**config.mk**
```make
export PLATFORM = sky130hd
export DESIGN_NAME = tcw_ctrl
export DESIGN_NICKNAME = d
export VERILOG_FILES = /design/src/rtl/core/tcw_pkg.sv /design/src/rtl/core/tcw_ctrl.sv
export SDC_FILE = /design/constraint.sdc
export NUM_CORES = 1
export LEC_CHECK = 0
export BUFFER_PORTS_ARGS = -buffer_cell sky130_fd_sc_hd__buf_4
export CAP_MARGIN = 20
export CORE_MARGIN = 5
export CORE_UTILIZATION = 35
export DETAILED_ROUTE_END_ITERATION = 6
export PLACE_DENSITY_LB_ADDON = 0.12
export SLEW_MARGIN = 20
export SYNTH_ARGS = -nofsm -noshare
export SYNTH_HDL_FRONTEND = slang
export SYNTH_SLANG_ARGS = --single-unit
```
**constraint.sdc**
```tcl
create_clock -name clk_i -period 3.6 [get_ports clk_i]
set_input_delay 0.72 -clock clk_i [delete_from_list [all_inputs] [get_ports clk_i]]
set_output_delay 0.72 -clock clk_i [all_outputs]
set_load 0.05 [all_outputs]
```
**src/rtl/core/tcw_pkg.sv**
```systemverilog
// tcw_pkg: shared types, codes and defaults for the text console writer
// no dependencies
package tcw_pkg;

  localparam int DEF_COLUMNS = 80;
  localparam int DEF_ROWS    = 25;

  localparam int CHAR_W      = 8;
  localparam int CELL_W      = 2 * CHAR_W;
  localparam int MODE_W      = 2;
  localparam int CFG_IDX_W   = 2;
  localparam int ROW_FIELD_W = 5;
  localparam int COL_FIELD_W = 7;

  localparam logic [CHAR_W-1:0] CODE_NEWLINE     = 8'd10;
  localparam logic [CHAR_W-1:0] CODE_RETURN      = 8'd13;
  localparam logic [CHAR_W-1:0] CODE_SPACE       = 8'h20;
  localparam logic [CHAR_W-1:0] RST_TEXT_ATTR    = 8'h07;
  localparam logic [CHAR_W-1:0] RST_CURSOR_ATTR  = 8'h0F;
  localparam logic [CHAR_W-1:0] RST_CURSOR_GLYPH = 8'h5F;

  typedef enum logic [MODE_W-1:0] {
    MODE_PUT       = 2'd0,
    MODE_BACKSPACE = 2'd1,
    MODE_CLEAR     = 2'd2,
    MODE_READ      = 2'd3
  } mode_e;

  typedef enum logic [CFG_IDX_W-1:0] {
    CFG_TEXT_ATTR    = 2'd0,
    CFG_CURSOR_ATTR  = 2'd1,
    CFG_CURSOR_GLYPH = 2'd2
  } cfg_idx_e;

  typedef enum logic [2:0] {
    ST_FILL,
    ST_IDLE,
    ST_SCROLL_RD,
    ST_SCROLL_WR,
    ST_ERASE,
    ST_READ,
    ST_DONE
  } state_e;

  typedef struct packed {
    logic [CHAR_W-1:0] text_attr;
    logic [CHAR_W-1:0] cursor_attr;
    logic [CHAR_W-1:0] cursor_glyph;
  } cfg_t;

  typedef struct packed {
    logic [CHAR_W-1:0]      cell_char;
    logic [CHAR_W-1:0]      cell_attr;
    logic [COL_FIELD_W-1:0] cursor_col;
    logic [ROW_FIELD_W-1:0] cursor_row;
    logic                   scrolled;
  } res_t;

endpackage

```
**src/rtl/core/tcw_ctrl.sv**
```systemverilog
// tcw_ctrl: command sequencer, cursor and the shared address unit
// that walks the screen store for clear, scroll and fill
// depends on tcw_pkg
module tcw_ctrl
  import tcw_pkg::*;
#(
  parameter int COLUMNS = DEF_COLUMNS,
  parameter int ROWS    = DEF_ROWS,
  parameter int CELLS   = ROWS * COLUMNS,
  parameter int ADDR_W  = $clog2(CELLS),
  parameter int COL_W   = $clog2(COLUMNS),
  parameter int ROW_W   = $clog2(ROWS)
) (
  input  logic                   clk_i,
  input  logic                   rst_ni,
  input  cfg_t                   cfg_i,
  input  logic                   in_valid_i,
  output logic                   in_stall_o,
  input  logic [MODE_W-1:0]      mode_i,
  input  logic [CHAR_W-1:0]      char_code_i,
  input  logic [ROW_FIELD_W-1:0] read_row_i,
  input  logic [COL_FIELD_W-1:0] read_col_i,
  input  logic                   out_free_i,
  output logic                   res_valid_o,
  output res_t                   res_o,
  output logic                   we_o,
  output logic [ADDR_W-1:0]      waddr_o,
  output logic [CELL_W-1:0]      wdata_o,
  output logic                   re_o,
  output logic [ADDR_W-1:0]      raddr_o,
  input  logic [CELL_W-1:0]      rdata_i
);

  localparam logic [ADDR_W-1:0] LAST_CELL   = ADDR_W'(CELLS - 1);
  localparam logic [ADDR_W-1:0] LAST_MOVE   = ADDR_W'(CELLS - COLUMNS - 1);
  localparam logic [ADDR_W-1:0] BOTTOM_BASE = ADDR_W'(CELLS - COLUMNS);
  localparam logic [ADDR_W-1:0] ROW_STEP    = ADDR_W'(COLUMNS);
  localparam logic [COL_W-1:0]  LAST_COL    = COL_W'(COLUMNS - 1);
  localparam logic [ROW_W-1:0]  LAST_ROW    = ROW_W'(ROWS - 1);

  state_e            state_q, state_d;
  logic [ADDR_W-1:0] addr_q, addr_d;
  logic [COL_W-1:0]  col_q, col_d;
  logic [ROW_W-1:0]  row_q, row_d;
  logic [ADDR_W-1:0] base_q, base_d;
  logic [CHAR_W-1:0] fill_attr_q, fill_attr_d;
  logic              init_q, init_d;
  logic [CHAR_W-1:0] res_char_q, res_char_d;
  logic [CHAR_W-1:0] res_attr_q, res_attr_d;
  logic              scrolled_q, scrolled_d;

  logic [ADDR_W-1:0] cur_addr;
  logic [ADDR_W-1:0] read_addr;
  logic              read_in_range;
  logic              read_at_cursor;
  logic [CELL_W-1:0] blank;

  assign cur_addr       = base_q + ADDR_W'(col_q);
  assign read_addr      = ADDR_W'(read_row_i) * ROW_STEP + ADDR_W'(read_col_i);
  assign read_in_range  = (int'(read_row_i) < ROWS) && (int'(read_col_i) < COLUMNS);
  assign read_at_cursor = (int'(read_row_i) == int'(row_q)) &&
                          (int'(read_col_i) == int'(col_q));
  assign blank          = {cfg_i.text_attr, CODE_SPACE};

  always_ff @(posedge clk_i or negedge rst_ni) begin
    if (!rst_ni) begin
      state_q     <= ST_FILL;
      addr_q      <= '0;
      col_q       <= '0;
      row_q       <= '0;
      base_q      <= '0;
      fill_attr_q <= RST_TEXT_ATTR;
      init_q      <= 1'b1;
    end else begin
      state_q     <= state_d;
      addr_q      <= addr_d;
      col_q       <= col_d;
      row_q       <= row_d;
      base_q      <= base_d;
      fill_attr_q <= fill_attr_d;
      init_q      <= init_d;
    end
  end

  always_ff @(posedge clk_i) begin
    res_char_q <= res_char_d;
    res_attr_q <= res_attr_d;
    scrolled_q <= scrolled_d;
  end

  always_comb begin
    state_d     = state_q;
    addr_d      = addr_q;
    col_d       = col_q;
    row_d       = row_q;
    base_d      = base_q;
    fill_attr_d = fill_attr_q;
    init_d      = init_q;
    res_char_d  = res_char_q;
    res_attr_d  = res_attr_q;
    scrolled_d  = scrolled_q;
    we_o        = 1'b0;
    waddr_o     = cur_addr;
    wdata_o     = blank;
    re_o        = 1'b0;
    raddr_o     = read_addr;
    res_valid_o = 1'b0;

    case (state_q)
      ST_IDLE: begin
        if (in_valid_i) begin
          res_char_d = '0;
          res_attr_d = '0;
          scrolled_d = 1'b0;
          state_d    = ST_DONE;
          case (mode_e'(mode_i))
            MODE_PUT: begin
              if (char_code_i == CODE_RETURN) begin
                col_d = '0;
              end else begin
                if (char_code_i != CODE_NEWLINE) begin
                  we_o    = 1'b1;
                  wdata_o = {cfg_i.text_attr, char_code_i};
                end
                if (char_code_i != CODE_NEWLINE && col_q != LAST_COL) begin
                  col_d = col_q + COL_W'(1);
                end else begin
                  col_d = '0;
                  if (row_q == LAST_ROW) begin
                    // bottom passed: move every row up
                    row_d       = LAST_ROW;
                    base_d      = BOTTOM_BASE;
                    addr_d      = '0;
                    fill_attr_d = cfg_i.text_attr;
                    scrolled_d  = 1'b1;
                    state_d     = ST_SCROLL_RD;
                  end else begin
                    row_d  = row_q + ROW_W'(1);
                    base_d = base_q + ROW_STEP;
                  end
                end
              end
            end
            MODE_BACKSPACE: begin
              if (col_q != '0) begin
                col_d   = col_q - COL_W'(1);
                state_d = ST_ERASE;
              end else if (row_q != '0) begin
                col_d   = LAST_COL;
                row_d   = row_q - ROW_W'(1);
                base_d  = base_q - ROW_STEP;
                state_d = ST_ERASE;
              end
            end
            MODE_CLEAR: begin
              col_d       = '0;
              row_d       = '0;
              base_d      = '0;
              addr_d      = '0;
              fill_attr_d = cfg_i.text_attr;
              state_d     = ST_FILL;
            end
            MODE_READ: begin
              if (read_in_range) begin
                if (read_at_cursor) begin
                  res_char_d = cfg_i.cursor_glyph;
                  res_attr_d = cfg_i.cursor_attr;
                end else begin
                  re_o    = 1'b1;
                  state_d = ST_READ;
                end
              end
            end
            default: begin
              state_d = ST_DONE;
            end
          endcase
        end
      end
      ST_FILL: begin
        we_o    = 1'b1;
        waddr_o = addr_q;
        wdata_o = {fill_attr_q, CODE_SPACE};
        if (addr_q == LAST_CELL) begin
          if (init_q) begin
            init_d  = 1'b0;
            state_d = ST_IDLE;
          end else begin
            state_d = ST_DONE;
          end
        end else begin
          addr_d = addr_q + ADDR_W'(1);
        end
      end
      ST_SCROLL_RD: begin
        re_o    = 1'b1;
        raddr_o = addr_q + ROW_STEP;
        state_d = ST_SCROLL_WR;
      end
      ST_SCROLL_WR: begin
        we_o    = 1'b1;
        waddr_o = addr_q;
        wdata_o = rdata_i;
        if (addr_q == LAST_MOVE) begin
          addr_d  = BOTTOM_BASE;
          state_d = ST_FILL;
        end else begin
          addr_d  = addr_q + ADDR_W'(1);
          state_d = ST_SCROLL_RD;
        end
      end
      ST_ERASE: begin
        we_o    = 1'b1;
        state_d = ST_DONE;
      end
      ST_READ: begin
        res_char_d = rdata_i[CHAR_W-1:0];
        res_attr_d = rdata_i[CELL_W-1:CHAR_W];
        state_d    = ST_DONE;
      end
      ST_DONE: begin
        if (out_free_i) begin
          res_valid_o = 1'b1;
          state_d     = ST_IDLE;
        end
      end
      default: begin
        state_d = ST_IDLE;
      end
    endcase
  end

  assign in_stall_o       = (state_q != ST_IDLE);
  assign res_o.cell_char  = res_char_q;
  assign res_o.cell_attr  = res_attr_q;
  assign res_o.cursor_col = COL_FIELD_W'(col_q);
  assign res_o.cursor_row = ROW_FIELD_W'(row_q);
  assign res_o.scrolled   = scrolled_q;

endmodule

```
# After elaboration in Yosys (flattened, before gate mapping)
# Cells that the tools add are included.
# W data, S select, Z words.
[classes] add_sub_neg=10 n_mul=1 magnitude_cmp=2 eq_ne=32 n_mux=73 n_bitwise=1 reduce_logical=23
[op_table] operator="$mux W11" n=13
[op_table] operator="$mux W8" n=15
[op_table] operator="$pmux W11 S3" n=2
[op_table] operator="$pmux W16 S3" n=1
[op_table] operator="$pmux W8 S2" n=3
[op_table] operator="$mux W7" n=4
[op_table] operator="$mux W5" n=5
[op_table] operator="$add A11 B7 Y11" n=2
[op_table] operator="$add A11 B7 Y11 const B" n=2
[op_table] operator="$eq A11 B11 Y1 const B" n=2
[op_table] operator="$pmux W11 S2" n=1
[op_table] operator="$mux W3" n=7
[op_table] operator="$pmux W7 S3" n=1
[op_table] operator="$ne A2 B2 Y1 const B" n=9
[op_table] operator="$pmux W3 S6" n=1
[op_table] operator="$pmux W5 S3" n=1
[op_table] operator="$reduce_and A7 Y1" n=2
[op_table] operator="$ne A3 B3 Y1 const B" n=4
[op_table] operator="$pmux W3 S4" n=1
[op_table] operator="$add A11 B1 Y11 const B" n=1
[op_table] operator="$mux W1" n=11
[op_table] operator="$sub A11 B7 Y11 const B" n=1
[op_table] operator="$mux W2" n=5
[op_table] operator="$eq A3 B3 Y1 const B" n=3
[op_table] operator="33 further kinds" n=45
[totals] register_bits=63 output_inout_bits=71 elab_cells=152

# Depth between registers and ports, before layout
[logic_depth] ltp_word=7 depth_mapped=9 depth_no_buf=9

# Worst setup path before layout
# OpenSTA, ideal clock, no wires.
[synth_timing] path_kind="input port to output port" from="input read_row_i[1]" to="output raddr_o[10]" arrival_time_ns=3.091 required_time_ns=2.880 setup_slack_ns=-0.211 cell_stages=9 path_buffers=0 path_cell_list="ha_1 > ha_1 > fa_1 > xor2_1 > o2111ai_1 > xnor2_1 > xnor2_1 > nor2_1 > a21oi_1"
[synth_between] elab_chain_len=3
[synth_rtl] item="from (decl)" line="tcw_ctrl.sv:21" source="input logic [ROW_FIELD_W-1:0] read_row_i,"
[synth_rtl] item="$mul A5 B3 Y7" line="tcw_ctrl.sv:59" source="assign read_addr = ADDR_W'(read_row_i) * ROW_STEP + ADDR_W'(read_col_i);"
[synth_rtl] item="$add A11 B7 Y11" line="tcw_ctrl.sv:59"
[synth_rtl] item="$mux W11" line="tcw_ctrl.sv:109" source="case (state_q)"
[synth_rtl] item="to (decl)" line="tcw_ctrl.sv:30" source="output logic [ADDR_W-1:0] raddr_o,"
# No other way between the ends.

# Worst setup path in the final report
[layout_timing] from="input read_row_i[0]" to="output raddr_o[10]"
# The elaborated chain is that of the path after synthesis.

==> flow_summary.rst <==
.. list-table::
   :header-rows: 1

   * - Metric
     - Value
   * - Run status
     - complete, no violations
   * - Initial cell density of the core
     - 35.2%
   * - Maximum frequency from static timing analysis
     - 0.287 GHz
   * - GR Util All Layers
     - 19.7%
   * - Buffering stage count on the worst path with inverters included
     - 2
   * - Largest net degree at the start of global routing
     - 43
   * - Clock input transition at the sequential cells of the worst setup and hold paths
     - 50 ps
   * - Vias after detailed routing
     - 4947
   * - Switching part of the total
     - 52.1%
   * - Share of the cycle needed by the critical path after routing
     - 96.7%
   * - Wire length of the first global-routing pass
     - 25700 um
   * - Post-Route Setup TNS
     - 0 ps
   * - Number of antenna violations at the first check in global routing
     - 0
   * - Post-synthesis register bit count
     - 59
   * - Setup ws final
     - 119 ps
   * - Detail Route Antenna Nets
     - 0
   * - Number of flops mapped to enable cells by yosys
     - 17
   * - TritonCTS clock tree
     - built
   * - Clk_lat worst skew
     - 340 ps
   * - Top Family by Delay on Critical Path
     - adder cells
   * - Average wire per cell in the routed design
     - 18.4 um
   * - Mean instance size in the synthesized netlist
     - 8.56 um^2
   * - Yosys cell types
     - 67
   * - Kind of critical path
     - in2out
   * - Most frequent cell on the critical path
     - sky130_fd_sc_hd__xnor2_1
   * - # rows
     - 43
   * - Rel. slew slack
     - 37.2%
   * - Port Buf Inserts
     - 136
   * - Post-synth design cell area
     - 4830 um^2
   * - CTS root buf
     - sky130_fd_sc_hd__clkbuf_16
   * - Beginning of the worst register-to-register path
     - col_q[0]
   * - Worst setup skew after layout
     - 8.13 ps
   * - Cell types with the largest area share after synthesis
     - sky130_fd_sc_hd__dfrtp_1 (20%), sky130_fd_sc_hd__edfxtp_1 (11%), sky130_fd_sc_hd__ha_1 (7.0%)
   * - Overall die width
     - 127 um
   * - Highest cell delay on the worst timing path
     - 590 ps
   * - Synthesized-area fraction occupied by xor and xnor cells
     - 6.35%
   * - Place WS
     - -6.32 ps
   * - Detail-routed via count per cell
     - 5.59
   * - Flop2flop setup slack
     - 740 ps
   * - Dominant cell by count in the synthesized netlist
     - sky130_fd_sc_hd__nand2_1
   * - Switching pwr
     - 3.03 mW
   * - Share of power burned in the clock network
     - 17.4%
   * - Count of placed standard cells including taps
     - 867
   * - Number of nets in the synthesized netlist
     - 659
   * - Reg2reg end
     - base_q[7]
   * - Slowest CP cell
     - sky130_fd_sc_hd__fa_2
   * - Final slew viol count
     - 0
   * - Number of levels in the clock H-tree
     - 3
   * - Final #Nets
     - 795
   * - Sequential-to-total area share from yosys stat
     - 32.5%
   * - Top cell type by total area after synthesis
     - sky130_fd_sc_hd__dfrtp_1
   * - Count of max-cap constraint violations
     - 0
   * - Critical Path Fanout Max
     - 4
   * - Most common flop cell mapped by yosys
     - sky130_fd_sc_hd__dfrtp_1
   * - Setup violation total in the final timing report
     - 0
   * - Post-synthesis mux area share
     - 3.73%
   * - Final antenna diode count
     - 0
   * - Placed wire-length estimate after detailed placement
     - 12700 um
   * - Reg power frac
     - 20.4%
   * - Gate count of the mapped netlist
     - 564
   * - Cell internal power dissipation
     - 2.79 mW
   * - Fin crit period
     - 3480 ps
   * - Endpoint class of the critical path
     - output pin
   * - RSZ-0062 raised after global routing
     - no
   * - Initial DRC Count
     - 278
   * - Core region area
     - 13700 um^2
   * - Leading cell types by count after synthesis
     - sky130_fd_sc_hd__nand2_1 (53), sky130_fd_sc_hd__o21ai_0 (50), sky130_fd_sc_hd__a21oi_1 (42)
   * - Post-route DRC violation count
     - 0
   * - Drt pass-1 iters
     - 5
   * - Fraction of layout instances using a drive strength above 1
     - 31.1%
   * - Max Root-Sink Buffers
     - 2
   * - Power per Cell Area
     - 894 nW/um^2
   * - Crit path required time
     - 2880 ps
   * - Number of cell instances on the worst register-to-register path
     - 8
   * - Fraction of the mapped netlist area in simple logic gates
     - 19.1%
   * - Detailed-route wire length
     - 16300 um
   * - Y dimension of the die
     - 127 um
   * - Power share of the combinational group
     - 62.2%
   * - Layout overhead on the synthesized area
     - 35.0%
   * - Number of sinks on the clock net
     - 59
   * - Share of the synthesized area in compound gates (AO/OA/AOI/OAI)
     - 26.0%
   * - Final hold violation count
     - 0
   * - Startpoint class of the critical path
     - input pin
   * - Largest vdd supply drop
     - 0.000706 V
   * - Static leakage
     - 2.89 nW
   * - Final core area utilization
     - 47.5%
   * - Adder-cell area share of the yosys netlist
     - 7.83%
   * - Aggregate global routing overflow
     - 0
   * - Worst-margin pin slew
     - 936 ps
   * - Synth Warn #
     - 0
   * - Worst Hold Slack
     - 387 ps
   * - Total Die Area
     - 16200 um^2
   * - Share of async-settable or async-resettable flops after synthesis
     - 71.2%
   * - Number of global-route vias before repair
     - 4835
   * - CTS buffer count
     - 9
   * - Series of cell instances along the critical path
     - buf_4 -> ha_1 -> ha_4 -> fa_2 -> o2111ai_2 -> xnor2_1 -> xnor2_1 -> nor2_1 -> a21oi_2 -> buf_6
   * - Fillers
     - 1359
   * - Final non-filler cell total
     - 885
   * - Classification of the worst-slack hold path
     - in2async
   * - Gpl congestion
     - 0.921
   * - Main combinational cell family by area after synthesis
     - compound AO/OA/AOI/OAI gates
   * - I/O pin count
     - 137
   * - Critical path arrival
     - 2760 ps
   * - Proportion of netlist area held by the largest area contributor
     - 19.7%
==> repair_timing <==
item,4_1_cts,5_1_grt
setup endpoints to repair,0,1
gates resized for setup,0,7
endpoints found under the hold margin,0,0
setup buffers,0,2
hold buffers,0,0
==> metal layers <==
| metal | wire, um | vias to the layer above | share of wire [%] | track usage, % |
|---|---|---|---|---|
| met2 | 7870 | 180 | 48 | 32.4 |
| met5 | 0 | - | 0 | 0 |
| met3 | 1020 | 23 | 6.3 | 3.89 |
| met4 | 395 | 0 | 2.4 | 7.76 |
| met1 | 7020 | 2369 | 43 | 25.6 |
| li1 | - | 2375 | - | - |
==> metrics by stage <==
| stage | power, mW | cell area (um^2) |
|---|---|---|
| floorplan | 3.66 | 4830 |
| global route | 6.16 | 6520 |
| detailed placement | 4.80 | 6110 |
| CTS | 5.84 | 6460 |
| global placement | 4.77 | 6110 |
| finish | 5.82 | 6520 |
==> area by class of cell <==
type	instances	area [um^2]	area share (%)
clock buffer	9	225	3.46
clock inverter	7	124	1.90
inverter	20	75.1	1.15
multi-input combinational	451	3100	47.6
sequential	59	1570	24.0
tap	180	225	3.46
timing repair buffer	159	1200	18.4
==> how the worst max path moves through the flow <==
stage / from / slack, ps / end / cells after the start
floorplan: read_row_i[1] / 90 / raddr_o[10] / 9
global placement: read_row_i[1] / 80 / raddr_o[10] / 11
detailed placement: read_row_i[3] / -6 / raddr_o[10] / 11
CTS: read_row_i[3] / 0.2 / raddr_o[10] / 11
global route: state_q[1] / 30 / we_o / 8
finish: read_row_i[0] / 120 / raddr_o[10] / 10
==> power groups by stage <==
stage | registers, mW | logic, mW | clock network, mW
after global placement | 1.19 | 3.58 | 0
after global routing | 1.23 | 3.86 | 1.07
after CTS | 1.18 | 3.61 | 1.04
after detailed placement | 1.20 | 3.60 | 0
after floorplan | 1.42 | 2.24 | 0
final | 1.19 | 3.62 | 1.01
==> cells by family (layout without fill, tap and decap cells) <==
kind of cell | Yosys count | in the layout
xor+xnor | 35 | 35
other cells | 1 | 1
flops | 59 | 59
mux | 16 | 16
compound gates | 188 | 188
buf+inv | 54 | 195
fa+ha+maj | 29 | 29
simple gates | 182 | 182
==> registers in the layout, indices dropped and copies added (netlist names) <==
signal       count
addr_q          11
fill_attr_q      8
res_attr_q       8
res_char_q       8
base_q           7
col_q            7
row_q            5
state_q          3
init_q           1
scrolled_q       1
==> placed cells by master (no fill, tap or decap), types with 5 or more instances in the layout <==
cell / n
sky130_fd_sc_hd__xnor2_1: 24
sky130_fd_sc_hd__edfxtp_1: 17
sky130_fd_sc_hd__nand4_1: 7
sky130_fd_sc_hd__a31oi_1: 11
sky130_fd_sc_hd__a21oi_1: 41
sky130_fd_sc_hd__a211oi_1: 6
sky130_fd_sc_hd__and3_1: 12
sky130_fd_sc_hd__a22oi_1: 11
sky130_fd_sc_hd__a21o_1: 7
sky130_fd_sc_hd__ha_1: 25
sky130_fd_sc_hd__mux2_2: 16
sky130_fd_sc_hd__nand2_1: 53
sky130_fd_sc_hd__o21ai_0: 48
sky130_fd_sc_hd__and2_1: 5
sky130_fd_sc_hd__xor2_1: 10
sky130_fd_sc_hd__buf_4: 158
sky130_fd_sc_hd__nand3_1: 10
sky130_fd_sc_hd__inv_1: 19
sky130_fd_sc_hd__a22o_1: 23
sky130_fd_sc_hd__o31ai_1: 6
sky130_fd_sc_hd__nor3_1: 14
sky130_fd_sc_hd__dfrtp_1: 38
sky130_fd_sc_hd__nor2_1: 40
sky130_fd_sc_hd__nor4_1: 9
sky130_fd_sc_hd__clkbuf_16: 9
Note: power is estimated with default switching activity, not from simulation.
